--- src/rtl/slhc_pkg.sv ---
// ----------------------------------------------------------------------------
// slhc_pkg - shared types and constants of the straight line heading controller
// Register map, configuration group, queue entry and fixed-point constants.
// ----------------------------------------------------------------------------
package slhc_pkg;

	localparam int PADDR_W      = 4;
	localparam int PDATA_W      = 32;
	localparam int QUEUE_DEPTH  = 2;
	localparam int QPTR_W       = $clog2(QUEUE_DEPTH);
	localparam int QCNT_W       = $clog2(QUEUE_DEPTH + 1);

	localparam int HDG_FRAC     = 13;
	localparam int ROOT_STEPS   = 32;
	localparam int ROOT_CNT_W   = $clog2(ROOT_STEPS);

	localparam logic signed [26:0] HEADING_GAIN = 27'sd500;
	localparam logic signed [9:0]  SLOW_SPEED   = 10'sd70;
	// n / 20 for n < 256 as (n * 205) >> 12
	localparam logic [7:0]         RAMP_MUL     = 8'd205;
	localparam int                 RAMP_SHIFT   = 12;

	typedef enum logic [1:0] {
		REG_NOMINAL_SPEED   = 2'd0,
		REG_REVERSE         = 2'd1,
		REG_TARGET_DISTANCE = 2'd2,
		REG_TARGET_HEADING  = 2'd3
	} slhc_reg_idx_t;

	typedef struct packed {
		logic [7:0]         nominal_speed;
		logic               reverse;
		logic [30:0]        target_distance;
		logic signed [15:0] target_heading;
	} slhc_cfg_t;

	typedef struct packed {
		logic               start_req;
		logic signed [31:0] pos_x;
		logic signed [31:0] pos_y;
		logic signed [16:0] head_err;
	} slhc_entry_t;

endpackage

--- src/rtl/slhc_if.sv ---
// ----------------------------------------------------------------------------
// slhc_if - item channels of the straight line heading controller
// Odometry sample channel and motor command channel, valid/ready handshake.
// ----------------------------------------------------------------------------
interface slhc_sample_if;
	logic               valid;
	logic               ready;
	logic               start_req;
	logic signed [31:0] pos_x;
	logic signed [31:0] pos_y;
	logic signed [15:0] heading;

	modport source (output valid, start_req, pos_x, pos_y, heading, input ready);
	modport sink   (input valid, start_req, pos_x, pos_y, heading, output ready);
endinterface

interface slhc_command_if;
	logic               valid;
	logic               ready;
	logic signed [15:0] right_command;
	logic signed [15:0] left_command;
	logic               done_res;

	modport source (output valid, right_command, left_command, done_res, input ready);
	modport sink   (input valid, right_command, left_command, done_res, output ready);
endinterface

--- src/rtl/straight_line_heading_controller_unit.sv ---
// ----------------------------------------------------------------------------
// straight_line_heading_controller_unit - straight line heading controller
// Drives a differential motor pair along a line from odometry items.
// ----------------------------------------------------------------------------
// Usage:
//   sample  : odometry items (start_req, pos_x, pos_y, heading), valid/ready.
//   command : one item per sample (right_command, left_command, done_res).
//   APB     : nominal_speed 0x0, reverse 0x4, target_distance 0x8,
//             target_heading 0xC; write only while no item is in flight.
// Path: 1 intake stage and the 2-entry queue, then the sequencer states
//   speed, square x, square y, sum, root, accumulate and emit.
// Overlap: the sequencer finishes one item, with the 32-step square root of
//   the step length, before it takes the next; intake and the 2-entry queue
//   take up to three further items meanwhile.
// Reset: all configuration, distance, speed and previous position clear
//   to zero; no command item is pending.
// Stall: a held command item keeps its value; the sequencer waits, the
//   queue fills, then sample.ready drops.
// ----------------------------------------------------------------------------
module straight_line_heading_controller_unit
	import slhc_pkg::*;
#(
	parameter int POSITION_FRACTION_BITS = 16
) (
	input  logic               clk,
	input  logic               arst_n,
	slhc_sample_if.sink        sample,
	slhc_command_if.source     command,
	input  logic               psel,
	input  logic               penable,
	input  logic               pwrite,
	input  logic [PADDR_W-1:0] paddr,
	input  logic [PDATA_W-1:0] pwdata,
	output logic [PDATA_W-1:0] prdata,
	output logic               pready
);

	slhc_cfg_t   cfg;
	logic        push_valid;
	logic        push_ready;
	slhc_entry_t push_entry;
	logic        pop_valid;
	logic        pop_ready;
	slhc_entry_t pop_entry;

	slhc_cfg u_cfg (
		.clk     (clk),
		.arst_n  (arst_n),
		.psel    (psel),
		.penable (penable),
		.pwrite  (pwrite),
		.paddr   (paddr),
		.pwdata  (pwdata),
		.prdata  (prdata),
		.pready  (pready),
		.cfg     (cfg)
	);

	slhc_front u_front (
		.clk            (clk),
		.arst_n         (arst_n),
		.sample         (sample),
		.target_heading (cfg.target_heading),
		.push_valid     (push_valid),
		.push_ready     (push_ready),
		.push_entry     (push_entry)
	);

	slhc_queue u_queue (
		.clk        (clk),
		.arst_n     (arst_n),
		.push_valid (push_valid),
		.push_ready (push_ready),
		.push_entry (push_entry),
		.pop_valid  (pop_valid),
		.pop_ready  (pop_ready),
		.pop_entry  (pop_entry)
	);

	slhc_back #(
		.POSITION_FRACTION_BITS (POSITION_FRACTION_BITS)
	) u_back (
		.clk       (clk),
		.arst_n    (arst_n),
		.cfg       (cfg),
		.pop_valid (pop_valid),
		.pop_ready (pop_ready),
		.pop_entry (pop_entry),
		.command   (command)
	);

endmodule

--- src/rtl/slhc_cfg.sv ---
// ----------------------------------------------------------------------------
// slhc_cfg - configuration registers
// APB-style register file holding speed, direction, target distance and heading.
// ----------------------------------------------------------------------------
module slhc_cfg
	import slhc_pkg::*;
(
	input  logic               clk,
	input  logic               arst_n,
	input  logic               psel,
	input  logic               penable,
	input  logic               pwrite,
	input  logic [PADDR_W-1:0] paddr,
	input  logic [PDATA_W-1:0] pwdata,
	output logic [PDATA_W-1:0] prdata,
	output logic               pready,
	output slhc_cfg_t          cfg
);

	slhc_cfg_t     cfg_q;
	slhc_reg_idx_t idx;

	assign idx    = slhc_reg_idx_t'(paddr[3:2]);
	assign pready = 1'b1;
	assign cfg    = cfg_q;

	always_ff @(posedge clk or negedge arst_n) begin
		if (!arst_n) begin
			cfg_q <= '0;
		end else if (psel && penable && pwrite) begin
			case (idx)
				REG_NOMINAL_SPEED:   cfg_q.nominal_speed   <= pwdata[7:0];
				REG_REVERSE:         cfg_q.reverse         <= pwdata[0];
				REG_TARGET_DISTANCE: cfg_q.target_distance <= pwdata[30:0];
				REG_TARGET_HEADING:  cfg_q.target_heading  <= pwdata[15:0];
				default: ;
			endcase
		end
	end

	always_comb begin
		case (idx)
			REG_NOMINAL_SPEED:   prdata = {24'd0, cfg_q.nominal_speed};
			REG_REVERSE:         prdata = {31'd0, cfg_q.reverse};
			REG_TARGET_DISTANCE: prdata = {1'b0, cfg_q.target_distance};
			REG_TARGET_HEADING:  prdata = 32'(cfg_q.target_heading);
			default:             prdata = '0;
		endcase
	end

endmodule

--- src/rtl/slhc_front.sv ---
// ----------------------------------------------------------------------------
// slhc_front - sample intake
// Accepts odometry items, forms the heading error and hands entries to the queue.
// ----------------------------------------------------------------------------
module slhc_front
	import slhc_pkg::*;
(
	input  logic               clk,
	input  logic               arst_n,
	slhc_sample_if.sink        sample,
	input  logic signed [15:0] target_heading,
	output logic               push_valid,
	input  logic               push_ready,
	output slhc_entry_t        push_entry
);

	logic        valid_s1;
	slhc_entry_t entry_s1;
	logic        take;

	assign sample.ready = !valid_s1 || push_ready;
	assign take         = sample.valid && sample.ready;
	assign push_valid   = valid_s1;
	assign push_entry   = entry_s1;

	always_ff @(posedge clk or negedge arst_n) begin
		if (!arst_n) begin
			valid_s1 <= 1'b0;
		end else if (take) begin
			valid_s1 <= 1'b1;
		end else if (push_ready) begin
			valid_s1 <= 1'b0;
		end
	end

	always_ff @(posedge clk) begin
		if (take) begin
			entry_s1.start_req <= sample.start_req;
			entry_s1.pos_x     <= sample.pos_x;
			entry_s1.pos_y     <= sample.pos_y;
			entry_s1.head_err  <= 17'(sample.heading) - 17'(target_heading);
		end
	end

endmodule

--- src/rtl/slhc_queue.sv ---
// ----------------------------------------------------------------------------
// slhc_queue - entry queue
// Short FIFO decoupling sample intake from the arithmetic sequencer.
// ----------------------------------------------------------------------------
module slhc_queue
	import slhc_pkg::*;
(
	input  logic        clk,
	input  logic        arst_n,
	input  logic        push_valid,
	output logic        push_ready,
	input  slhc_entry_t push_entry,
	output logic        pop_valid,
	input  logic        pop_ready,
	output slhc_entry_t pop_entry
);

	slhc_entry_t       mem_q [QUEUE_DEPTH];
	logic [QPTR_W-1:0] wr_ptr_q;
	logic [QPTR_W-1:0] rd_ptr_q;
	logic [QCNT_W-1:0] cnt_q;
	logic              do_push;
	logic              do_pop;

	assign push_ready = (cnt_q != QCNT_W'(QUEUE_DEPTH));
	assign pop_valid  = (cnt_q != '0);
	assign pop_entry  = mem_q[rd_ptr_q];
	assign do_push    = push_valid && push_ready;
	assign do_pop     = pop_valid && pop_ready;

	always_ff @(posedge clk or negedge arst_n) begin
		if (!arst_n) begin
			wr_ptr_q <= '0;
			rd_ptr_q <= '0;
			cnt_q    <= '0;
		end else begin
			if (do_push) begin
				wr_ptr_q <= (wr_ptr_q == QPTR_W'(QUEUE_DEPTH - 1)) ? '0 : wr_ptr_q + 1'b1;
			end
			if (do_pop) begin
				rd_ptr_q <= (rd_ptr_q == QPTR_W'(QUEUE_DEPTH - 1)) ? '0 : rd_ptr_q + 1'b1;
			end
			if (do_push && !do_pop) begin
				cnt_q <= cnt_q + 1'b1;
			end else if (do_pop && !do_push) begin
				cnt_q <= cnt_q - 1'b1;
			end
		end
	end

	always_ff @(posedge clk) begin
		if (do_push) begin
			mem_q[wr_ptr_q] <= push_entry;
		end
	end

endmodule

--- src/rtl/slhc_back.sv ---
// ----------------------------------------------------------------------------
// slhc_back - control sequencer
// Speed ramp, heading correction, step length by iterative square root,
// distance accumulation and the command output register.
// ----------------------------------------------------------------------------
module slhc_back
	import slhc_pkg::*;
#(
	parameter int POSITION_FRACTION_BITS = 16
) (
	input  logic        clk,
	input  logic        arst_n,
	input  slhc_cfg_t   cfg,
	input  logic        pop_valid,
	output logic        pop_ready,
	input  slhc_entry_t pop_entry,
	slhc_command_if.source command
);

	localparam logic signed [32:0] SLOW_ZONE =
		33'((((64'd1 << POSITION_FRACTION_BITS) + 64'd5) / 64'd10));

	typedef enum logic [7:0] {
		ST_IDLE  = 8'b0000_0001,
		ST_SPEED = 8'b0000_0010,
		ST_SQX   = 8'b0000_0100,
		ST_SQY   = 8'b0000_1000,
		ST_SUM   = 8'b0001_0000,
		ST_ROOT  = 8'b0010_0000,
		ST_ACCUM = 8'b0100_0000,
		ST_EMIT  = 8'b1000_0000
	} slhc_state_t;

	slhc_state_t            state_q;
	slhc_entry_t            ent_q;
	logic signed [31:0]     prev_x_q;
	logic signed [31:0]     prev_y_q;
	logic [31:0]            dist_q;
	logic signed [9:0]      speed_q;
	logic signed [9:0]      spd_q;
	logic [31:0]            adx_q;
	logic [31:0]            ady_q;
	logic [63:0]            sqx_q;
	logic [63:0]            sqy_q;
	logic [63:0]            rad_q;
	logic                   ovf_q;
	logic [33:0]            rem_q;
	logic [31:0]            root_q;
	logic [ROOT_CNT_W-1:0]  cnt_q;
	logic signed [15:0]     right_q;
	logic signed [15:0]     left_q;
	logic                   done_q;
	logic                   out_valid_q;
	logic signed [15:0]     out_right_q;
	logic signed [15:0]     out_left_q;
	logic                   out_done_q;

	logic signed [32:0] dx;
	logic signed [32:0] dy;
	logic [15:0]        ramp_prod;
	logic [9:0]         ramp_mag;
	logic signed [9:0]  ramp_step;
	logic [9:0]         spd_abs;
	logic signed [32:0] remaining;
	logic signed [9:0]  spd_new;
	logic [31:0]        mul_a;
	logic [63:0]        prod;
	logic signed [26:0] err;
	logic signed [27:0] spd_ext;
	logic [35:0]        rem_sh;
	logic [35:0]        trial;
	logic [31:0]        step_len;
	logic [32:0]        acc;
	logic [31:0]        new_dist;
	logic               finished;
	logic               out_free;

	function automatic logic signed [15:0] scale_cmd(input logic signed [27:0] v);
		logic signed [27:0] b;
		logic signed [27:0] q;
		b = v[27] ? v + 28'sd8191 : v;
		q = b >>> HDG_FRAC;
		if (q > 28'sd32767) begin
			return 16'sh7fff;
		end else if (q < -28'sd32768) begin
			return 16'sh8000;
		end
		return q[15:0];
	endfunction

	assign pop_ready = (state_q == ST_IDLE);
	assign out_free  = !out_valid_q || command.ready;

	assign dx = 33'(ent_q.pos_x) - 33'(prev_x_q);
	assign dy = 33'(ent_q.pos_y) - 33'(prev_y_q);

	// speed ramp and slow zone
	always_comb begin
		ramp_prod = 16'(cfg.nominal_speed) * 16'(RAMP_MUL);
		ramp_mag  = 10'(ramp_prod[15:RAMP_SHIFT]);
		ramp_step = cfg.reverse ? -$signed(ramp_mag) : $signed(ramp_mag);
		spd_abs   = speed_q[9] ? 10'(-speed_q) : 10'(speed_q);
		remaining = $signed({2'b00, cfg.target_distance}) - $signed({1'b0, dist_q});
		spd_new   = speed_q;
		if (spd_abs < {2'b00, cfg.nominal_speed}) begin
			spd_new = speed_q + ramp_step;
		end
		if (remaining < SLOW_ZONE) begin
			spd_new = cfg.reverse ? -SLOW_SPEED : SLOW_SPEED;
		end
	end

	assign mul_a   = (state_q == ST_SQY) ? ady_q : adx_q;
	assign prod    = mul_a * mul_a;
	assign err     = 27'(ent_q.head_err) * HEADING_GAIN;
	assign spd_ext = 28'(spd_q) <<< HDG_FRAC;

	// one root bit per cycle
	assign rem_sh = {rem_q, rad_q[63:62]};
	assign trial  = {2'b00, root_q, 2'b01};

	assign step_len = ovf_q ? '1 : root_q;
	assign acc      = {1'b0, dist_q} + {1'b0, step_len};
	assign new_dist = acc[32] ? '1 : acc[31:0];
	assign finished = new_dist > {1'b0, cfg.target_distance};

	always_ff @(posedge clk or negedge arst_n) begin
		if (!arst_n) begin
			state_q     <= ST_IDLE;
			prev_x_q    <= '0;
			prev_y_q    <= '0;
			dist_q      <= '0;
			speed_q     <= '0;
			cnt_q       <= '0;
			out_valid_q <= 1'b0;
		end else begin
			if (state_q == ST_EMIT && out_free) begin
				out_valid_q <= 1'b1;
			end else if (command.ready) begin
				out_valid_q <= 1'b0;
			end
			case (state_q)
				ST_IDLE: begin
					if (pop_valid) begin
						if (pop_entry.start_req) begin
							dist_q   <= '0;
							speed_q  <= '0;
							prev_x_q <= pop_entry.pos_x;
							prev_y_q <= pop_entry.pos_y;
						end
						state_q <= ST_SPEED;
					end
				end
				ST_SPEED: state_q <= ST_SQX;
				ST_SQX:   state_q <= ST_SQY;
				ST_SQY:   state_q <= ST_SUM;
				ST_SUM: begin
					cnt_q   <= '0;
					state_q <= ST_ROOT;
				end
				ST_ROOT: begin
					cnt_q <= cnt_q + 1'b1;
					if (cnt_q == ROOT_CNT_W'(ROOT_STEPS - 1)) begin
						state_q <= ST_ACCUM;
					end
				end
				ST_ACCUM: begin
					dist_q   <= new_dist;
					prev_x_q <= ent_q.pos_x;
					prev_y_q <= ent_q.pos_y;
					speed_q  <= finished ? '0 : spd_q;
					state_q  <= ST_EMIT;
				end
				ST_EMIT: begin
					if (out_free) begin
						state_q <= ST_IDLE;
					end
				end
				default: state_q <= ST_IDLE;
			endcase
		end
	end

	always_ff @(posedge clk) begin
		case (state_q)
			ST_IDLE: begin
				if (pop_valid) begin
					ent_q <= pop_entry;
				end
			end
			ST_SPEED: begin
				adx_q <= dx[32] ? 32'(-dx) : dx[31:0];
				ady_q <= dy[32] ? 32'(-dy) : dy[31:0];
				spd_q <= spd_new;
			end
			ST_SQX: begin
				sqx_q   <= prod;
				right_q <= scale_cmd(spd_ext - 28'(err));
				left_q  <= scale_cmd(spd_ext + 28'(err));
			end
			ST_SQY: begin
				sqy_q <= prod;
			end
			ST_SUM: begin
				{ovf_q, rad_q} <= {1'b0, sqx_q} + {1'b0, sqy_q};
				rem_q          <= '0;
				root_q         <= '0;
			end
			ST_ROOT: begin
				rad_q <= {rad_q[61:0], 2'b00};
				if (rem_sh >= trial) begin
					rem_q  <= 34'(rem_sh - trial);
					root_q <= {root_q[30:0], 1'b1};
				end else begin
					rem_q  <= rem_sh[33:0];
					root_q <= {root_q[30:0], 1'b0};
				end
			end
			ST_ACCUM: begin
				done_q <= finished;
				if (finished) begin
					right_q <= '0;
					left_q  <= '0;
				end
			end
			ST_EMIT: begin
				if (out_free) begin
					out_right_q <= right_q;
					out_left_q  <= left_q;
					out_done_q  <= done_q;
				end
			end
			default: ;
		endcase
	end

	assign command.valid         = out_valid_q;
	assign command.right_command = out_right_q;
	assign command.left_command  = out_left_q;
	assign command.done_res      = out_done_q;

endmodule

--- src/flat_wrapper.sv ---
// flat-port wrapper written by rule: the top's interface ports become plain ports
module straight_line_heading_controller_unit_flat import slhc_pkg::*;
#(
	parameter int POSITION_FRACTION_BITS = 16
)
  (clk, arst_n, psel, penable, pwrite, paddr, pwdata, prdata, pready, sample_valid, sample_start_req, sample_pos_x, sample_pos_y, sample_heading, sample_ready, command_valid, command_right_command, command_left_command, command_done_res, command_ready);
  slhc_sample_if sample_i ();
  slhc_command_if command_i ();
  input  logic clk;
  input  logic arst_n;
  input  logic psel;
  input  logic penable;
  input  logic pwrite;
  input  logic [PADDR_W-1:0] paddr;
  input  logic [PDATA_W-1:0] pwdata;
  output logic [PDATA_W-1:0] prdata;
  output logic pready;
  input wire logic [$bits(sample_i.valid)-1:0] sample_valid;
  input wire logic [$bits(sample_i.start_req)-1:0] sample_start_req;
  input wire logic [$bits(sample_i.pos_x)-1:0] sample_pos_x;
  input wire logic [$bits(sample_i.pos_y)-1:0] sample_pos_y;
  input wire logic [$bits(sample_i.heading)-1:0] sample_heading;
  output wire logic [$bits(sample_i.ready)-1:0] sample_ready;
  output wire logic [$bits(command_i.valid)-1:0] command_valid;
  output wire logic [$bits(command_i.right_command)-1:0] command_right_command;
  output wire logic [$bits(command_i.left_command)-1:0] command_left_command;
  output wire logic [$bits(command_i.done_res)-1:0] command_done_res;
  input wire logic [$bits(command_i.ready)-1:0] command_ready;
  assign sample_i.valid = sample_valid;
  assign sample_i.start_req = sample_start_req;
  assign sample_i.pos_x = sample_pos_x;
  assign sample_i.pos_y = sample_pos_y;
  assign sample_i.heading = sample_heading;
  assign sample_ready = sample_i.ready;
  assign command_valid = command_i.valid;
  assign command_right_command = command_i.right_command;
  assign command_left_command = command_i.left_command;
  assign command_done_res = command_i.done_res;
  assign command_i.ready = command_ready;
  straight_line_heading_controller_unit #(.POSITION_FRACTION_BITS(POSITION_FRACTION_BITS)) u_core (.clk(clk), .arst_n(arst_n), .sample(sample_i), .command(command_i), .psel(psel), .penable(penable), .pwrite(pwrite), .paddr(paddr), .pwdata(pwdata), .prdata(prdata), .pready(pready));
endmodule
--- config.mk ---
export PLATFORM = sky130hd
export DESIGN_NAME = straight_line_heading_controller_unit_flat
export DESIGN_NICKNAME = d
export VERILOG_FILES = /design/src/rtl/slhc_pkg.sv /design/src/rtl/slhc_if.sv /design/src/rtl/straight_line_heading_controller_unit.sv /design/src/rtl/slhc_cfg.sv /design/src/rtl/slhc_front.sv /design/src/rtl/slhc_queue.sv /design/src/rtl/slhc_back.sv /design/src/flat_wrapper.sv
export SDC_FILE = /design/constraint.sdc
export NUM_CORES = 2
export LEC_CHECK = 0
export BUFFER_PORTS_ARGS = -buffer_cell sky130_fd_sc_hd__buf_2
export CORE_MARGIN = 10
export CORE_UTILIZATION = 35
export DETAILED_ROUTE_END_ITERATION = 8
export GPL_TIMING_DRIVEN = 0
export PLACE_DENSITY = 0.47
export SETUP_SLACK_MARGIN = 0.15
export SLEW_MARGIN = 20
export SYNTH_ARGS = -nofsm -noshare
export SYNTH_HDL_FRONTEND = slang
export SYNTH_SLANG_ARGS = --single-unit
--- constraint.sdc ---
create_clock -name clk -period 28.2 [get_ports clk]
set_clock_uncertainty 0.1 [all_clocks]
set_input_delay 1.41 -clock clk [delete_from_list [all_inputs] [get_ports clk]]
set_output_delay 1.41 -clock clk [all_outputs]
set_load 0.005 [all_outputs]
# Yosys cells after proc, flatten, opt, wreduce, memory -nomap -nowiden
# Memories as Yosys holds them, arrays and structs flattened.
# Cells that the tools add are included.
# word_totals
regBits	743
output_inout_bits	68
memories	1
ramBits	164
# op_classes
n_lt_le_gt_ge	8
add_sub_neg	21
mul	3
eq_ne	18
reduce_logical	31
n_mux	61
# mem_list
name	depth	word_bits	read_ports	rd_clocked_by_memory_dff	write_ports	line	source
u_core.u_queue.mem_q	2	82	1	0	1	slhc_queue.sv:18	slhc_entry_t mem_q [QUEUE_DEPTH];
# op_table
operator	count
two-way mux 32 bit	11
case mux 32 bit (2 select lines)	4
case mux 32 bit (4 select lines)	1
case mux 64 bit (2 select lines)	1
two-way mux 16 bit	7
two-way mux 10 bit	8
case mux 34 bit (2 select lines)	1
subtractor 32 x 32 -> 33 bit	2
adder 64 x 64 -> 65 bit	1
multiplier 32 x 32 -> 64 bit	1
negation 32 bit	2
case mux 16 bit (2 select lines)	2
case mux 8 bit (8 select lines)	1
adder 28 x 14 -> 28 bit (second input constant)	2
two-way mux 28 bit	2
greater-or-equal comparator 36 x 34 -> 1 bit	1
two-way mux 34 bit	1
subtractor 34 bit	1
adder 32 x 32 -> 33 bit	1
less-than comparator 33 x 14 -> 1 bit (second input constant)	1
subtractor 31 x 32 -> 33 bit	1
> comparator 15 x 16 -> 1 bit (second input constant)	2
> comparator 32 x 31 -> 1 bit	1
less-than comparator 15 x 16 -> 1 bit (second input constant)	2
other kinds (37)	85

# Depth between registers and ports, before layout
# logic_depth
ltp_word	10
depth_mapped	39
mapped_depth_nobuf	37

# Modules after synthesis
# From an unflattened synthesis, not the netlist that was laid out.
# hier_totals
hier_cells	8066
area_unflattened_um2	83178.5
# modules_own_cells
mod	area_per_inst_um2	cells_per_inst	seq_area_each_um2	instances
slhc_back	70617.7	7381	17237.8	1
slhc_queue	6461.2	273	5024.8	1
slhc_front	3468.3	232	2487.4	1
slhc_cfg	2631.3	180	1401.3	1

# Least setup slack after synthesis
# No wires, ideal clock.
# synth_timing
path_type	reg2reg
from	register u_core.u_back.state_q[5]
to	register u_core.u_back.sqx_q[62] (data pin)
t_arrival_ns	11.118
stages_incl_launch_ff	34
synth_period_minus_slack_ns	11.439
n_path_buf	2
slack_ns	16.761
required_ns	27.879
cell_sequence	dfrtp_1 > nor4_1 > nor3b_1 > nand3b_1 > inv_1 > clkbuf_1 > nand2_1 > nand2_1 > clkbuf_1 > nand2_1 > fa_1 > inv_1 > fa_1 > inv_1 > fa_1 > inv_1 > fa_1 > inv_1 > fa_1 > fa_1 > inv_1 > fa_1 > fa_1 > ha_1 > and3_1 > nor2b_1 > nand3_1 > o311a_1 > a22oi_1 > a31oi_1 > o311ai_0 > a21oi_1 > o31a_1 > o311ai_0
# synth_via
elab_chain_len	3
# synth_lines
item	line	source
start, declared	slhc_back.sv:34	slhc_state_t state_q;
start signal, assigned	slhc_back.sv:129	state_q <= ST_IDLE;
start signal, assigned	slhc_back.sv:151	state_q <= ST_SPEED;
start signal, assigned	slhc_back.sv:154	ST_SPEED: state_q <= ST_SQX;
equality test 8 x 4 -> 1 bit	slhc_back.sv:113	assign mul_a = (state_q == ST_SQY) ? ady_q : adx_q;
two-way mux 32 bit	slhc_back.sv:113	
multiplier 32 x 32 -> 64 bit	slhc_back.sv:114	assign prod = mul_a * mul_a;
named net u_core.u_back.prod[62]	slhc_back.sv:67	logic [63:0] prod;
end signal, assigned	slhc_back.sv:197	sqx_q <= prod;
end, declared	slhc_back.sv:43	logic [63:0] sqx_q;
# The timed path passes the listed nets, and every way through them passes these cells.
# A chain may end at the register's enable or synchronous reset.

# Worst setup path in the final report
# Same ends and word-level chain as after synthesis.

==> metrics.txt <==
simple-gate area share of the yosys netlist=0.108; Area Growth Syn to Fin=11.0%; nets=10200; fin cells=11700; RSZ-0062 raised after global routing=no; Most common cell on crit path=fa_1; hold path startpoint=u_core.u_back.right_q[1]$_SDFFCE_PP0P_; Core Util, Final=0.390; largest net degree at the start of global routing=slightly below 90; CP max FO=10; die height=between 500 and 600 um; Final setup viols=0; first-pass GRT wire length=362000 um; Worst R2R Start=u_core.u_back.state_q[5]$_DFFE_PN0P_; Fmax achieved=between 70 and 80 MHz; Final Cell Area=0.0915 mm^2; Reg area=0.0262 mm^2; clk root buf=clkbuf_16; number of buffers created by CTS=approximately 110; Cell variety after synth=100; fin crit share=0.498; largest family of logic cells by synthesized area=adder cells; most instantiated library cell after synthesis=inv_1; Worst EP arrival=approximately 14000 ps; critical path's slowest cell=clkinv_1; # fillers=about 23000; maximum buffer depth of the clock tree=3; Worst setup EP type=flip-flop; Seq/Total Area, Yosys=0.317; drt via density=just under 5; DR WL/cell=approximately 20 um; antenna viol nets, final=0; Iteration-0 DRC Markers=3701; Die Span X=505 um; H-tree depth=3; leading area contributor after synthesis=edfxtp_1; FF-to-FF End=u_core.u_back.sqx_q[62]$_DFFE_PP_; FF-to-FF path depth=35; Worst-path clk slew=60 ps; layout cells sized above 1=0.0737; Final Hold Viols=0; synthesized area per cell=10.1 um^2; I/O pins=192; worst skew pair latency=~760 ps; area occupied by multi-input gates=0.0497 mm^2; total clock sinks=about 900; Hold WC Path Type=flip-flop to flip-flop; area share of the largest cell type after synthesis=0.262; mux contribution to synthesized area=0.0287; cts repair resizes=0; syn nets=9873; Setup Crit Path Kind=flip-flop to flip-flop; Initial Util=0.351; Final Max Slew Viols=0; grt total ovfl=0; Synth Instances=about 8200; Routability Congestion=0.906; Synth Register Bits=about 900; Synth Area in XOR/XNOR=0.0416; Post-Syn Area=0.0825 mm^2; slew margin rel.=0.131; core area=roughly 0.23 mm^2; die area=between 0.2 and 0.3 mm^2; worst path bufs/invs=10; Area contributors post-synth=edfxtp_1, fa_1, ha_1; # Post-CTS Setup Buffers=0; post-DP HPWL=187000 um; Synth top cells by count=inv_1, fa_1, edfxtp_1, ha_1, nor2_1; Synth Area in Adders=0.322; async set-or-reset flop fraction in the synthesized netlist=0.201; EDFF count, synth=720; critical path required time=28520 ps; vias in the first global route=60800; yosys synthesis warning count=0; crit path launch type=flip-flop; setup TNS=0 ps; First-pass DRT Iterations=5; Max Cap Violations=0; Worst path max stage delay=1050 ps; gr usage total=0.181; CTS Hold Bufs=0; Cells after DPL=11500; status=completed; Vias=58200; Post-DP Area=0.0880 mm^2; initial antenna violation count=9; cell depth of the worst hold path=0; CP delay by family, top=adder cells; row cnt=between 150 and 200; min Tclk post-route=14030 ps; R2R setup slack=14170 ps; port bufs=186; Synth Flop Type=edfxtp_1; Compound-Gate Fraction of Synth Area=0.101; # DRC=0; CTS tree=yes; worst-margin pin slew=1300 ps; final wirelength=233000 um; Hold EP=u_core.u_back.command.right_command[1]$_DFFE_PP_
==> sequential cells by signal, summed over array words and instances (netlist names), 34 cells and up <==
register                   count
u_core.u_back.sqy_q           63
u_core.u_back.rem_q           34
u_core.u_back.ent_q           81
u_core.u_back.rad_q           64
u_core.u_back.sqx_q           63
u_core.u_queue.mem_q         164
u_core.u_cfg.cfg              56
u_core.u_front.push_entry     82
==> logic make-up after synthesis <==
kind of cell	after synthesis
adders and majority gates	1589
other	1
AOI/OAI and AO/OA	1324
muxes	225
buffers and inverters	1777
DFF	901
xor gates and xnor gates	392
and+or+nand+nor	1951
==> layer usage <==
layer	wire length, um	track usage	share of wire
met1	108000	0.253	0.46
met5	65	0	0.00028
met3	12300	0.0302	0.053
met4	5090	0.0403	0.022
met2	107000	0.293	0.46
==> through the flow <==
step	setup slack, ps	hold slack [ps]
CTS	14220	317
global placement	11110	301
finish	14170	316
detailed placement	14280	305
floorplan	16760	300
global route	13680	318
==> worst max-delay path by stage <==
stage	depth (start not counted)	startpoint	to	slack, ps
5_1_grt	36	u_core.u_back.state_q[5]$_DFFE_PN0P_	u_core.u_back.sqx_q[62]$_DFFE_PP_	13680
4_1_cts	35	u_core.u_back.state_q[5]$_DFFE_PN0P_	u_core.u_back.sqx_q[62]$_DFFE_PP_	14220
6_report	35	u_core.u_back.state_q[5]$_DFFE_PN0P_	u_core.u_back.sqx_q[62]$_DFFE_PP_	14170
3_5_place_dp	35	u_core.u_back.state_q[5]$_DFFE_PN0P_	u_core.u_back.sqx_q[62]$_DFFE_PP_	14280
2_1_floorplan	33	u_core.u_back.state_q[5]$_DFFE_PN0P_	u_core.u_back.sqx_q[62]$_DFFE_PP_	16760
3_3_place_gp	34	u_core.u_back.state_q[5]$_DFFE_PN0P_	u_core.u_back.sqx_q[62]$_DFFE_PP_	11110
==> placed cells by master (no fill, tap or decap), drive strengths merged, types with 43 or more instances in the layout <==
master | synthesis | routed
fa | 890 | 890
inv | 1541 | 1553
nor2b | 67 | 67
or2 | 71 | 71
a21oi | 424 | 424
nand2 | 630 | 630
o21a | 62 | 62
nor3 | 87 | 87
ha | 699 | 699
xor2 | 131 | 131
nand3 | 80 | 80
o21ai | 313 | 313
clkinv | 8 | 43
clkbuf | 201 | 335
xnor2 | 261 | 261
mux2 | 85 | 85
nand2b | 72 | 72
a21o | 162 | 162
a22o | 51 | 51
dfrtp | 180 | 180
buf | 27 | 240
and3 | 45 | 45
or3 | 45 | 45
mux2i | 139 | 139
edfxtp | 720 | 720
nor2 | 679 | 679
==> area by class of cell <==
cell class,count,area share
multi-input combinational,5482,0.543
clock buffer,134,0.0309
antenna,5,0.000137
inverter,1549,0.0636
timing repair buffer,213,0.0153
clock inverter,66,0.00787
tap,3150,0.0431
sequential,901,0.286
buffer,228,0.0100
Power is left out: the tool's default activity adds up to more than one toggle a clock period on the data nets, which glitch-free logic cannot reach.
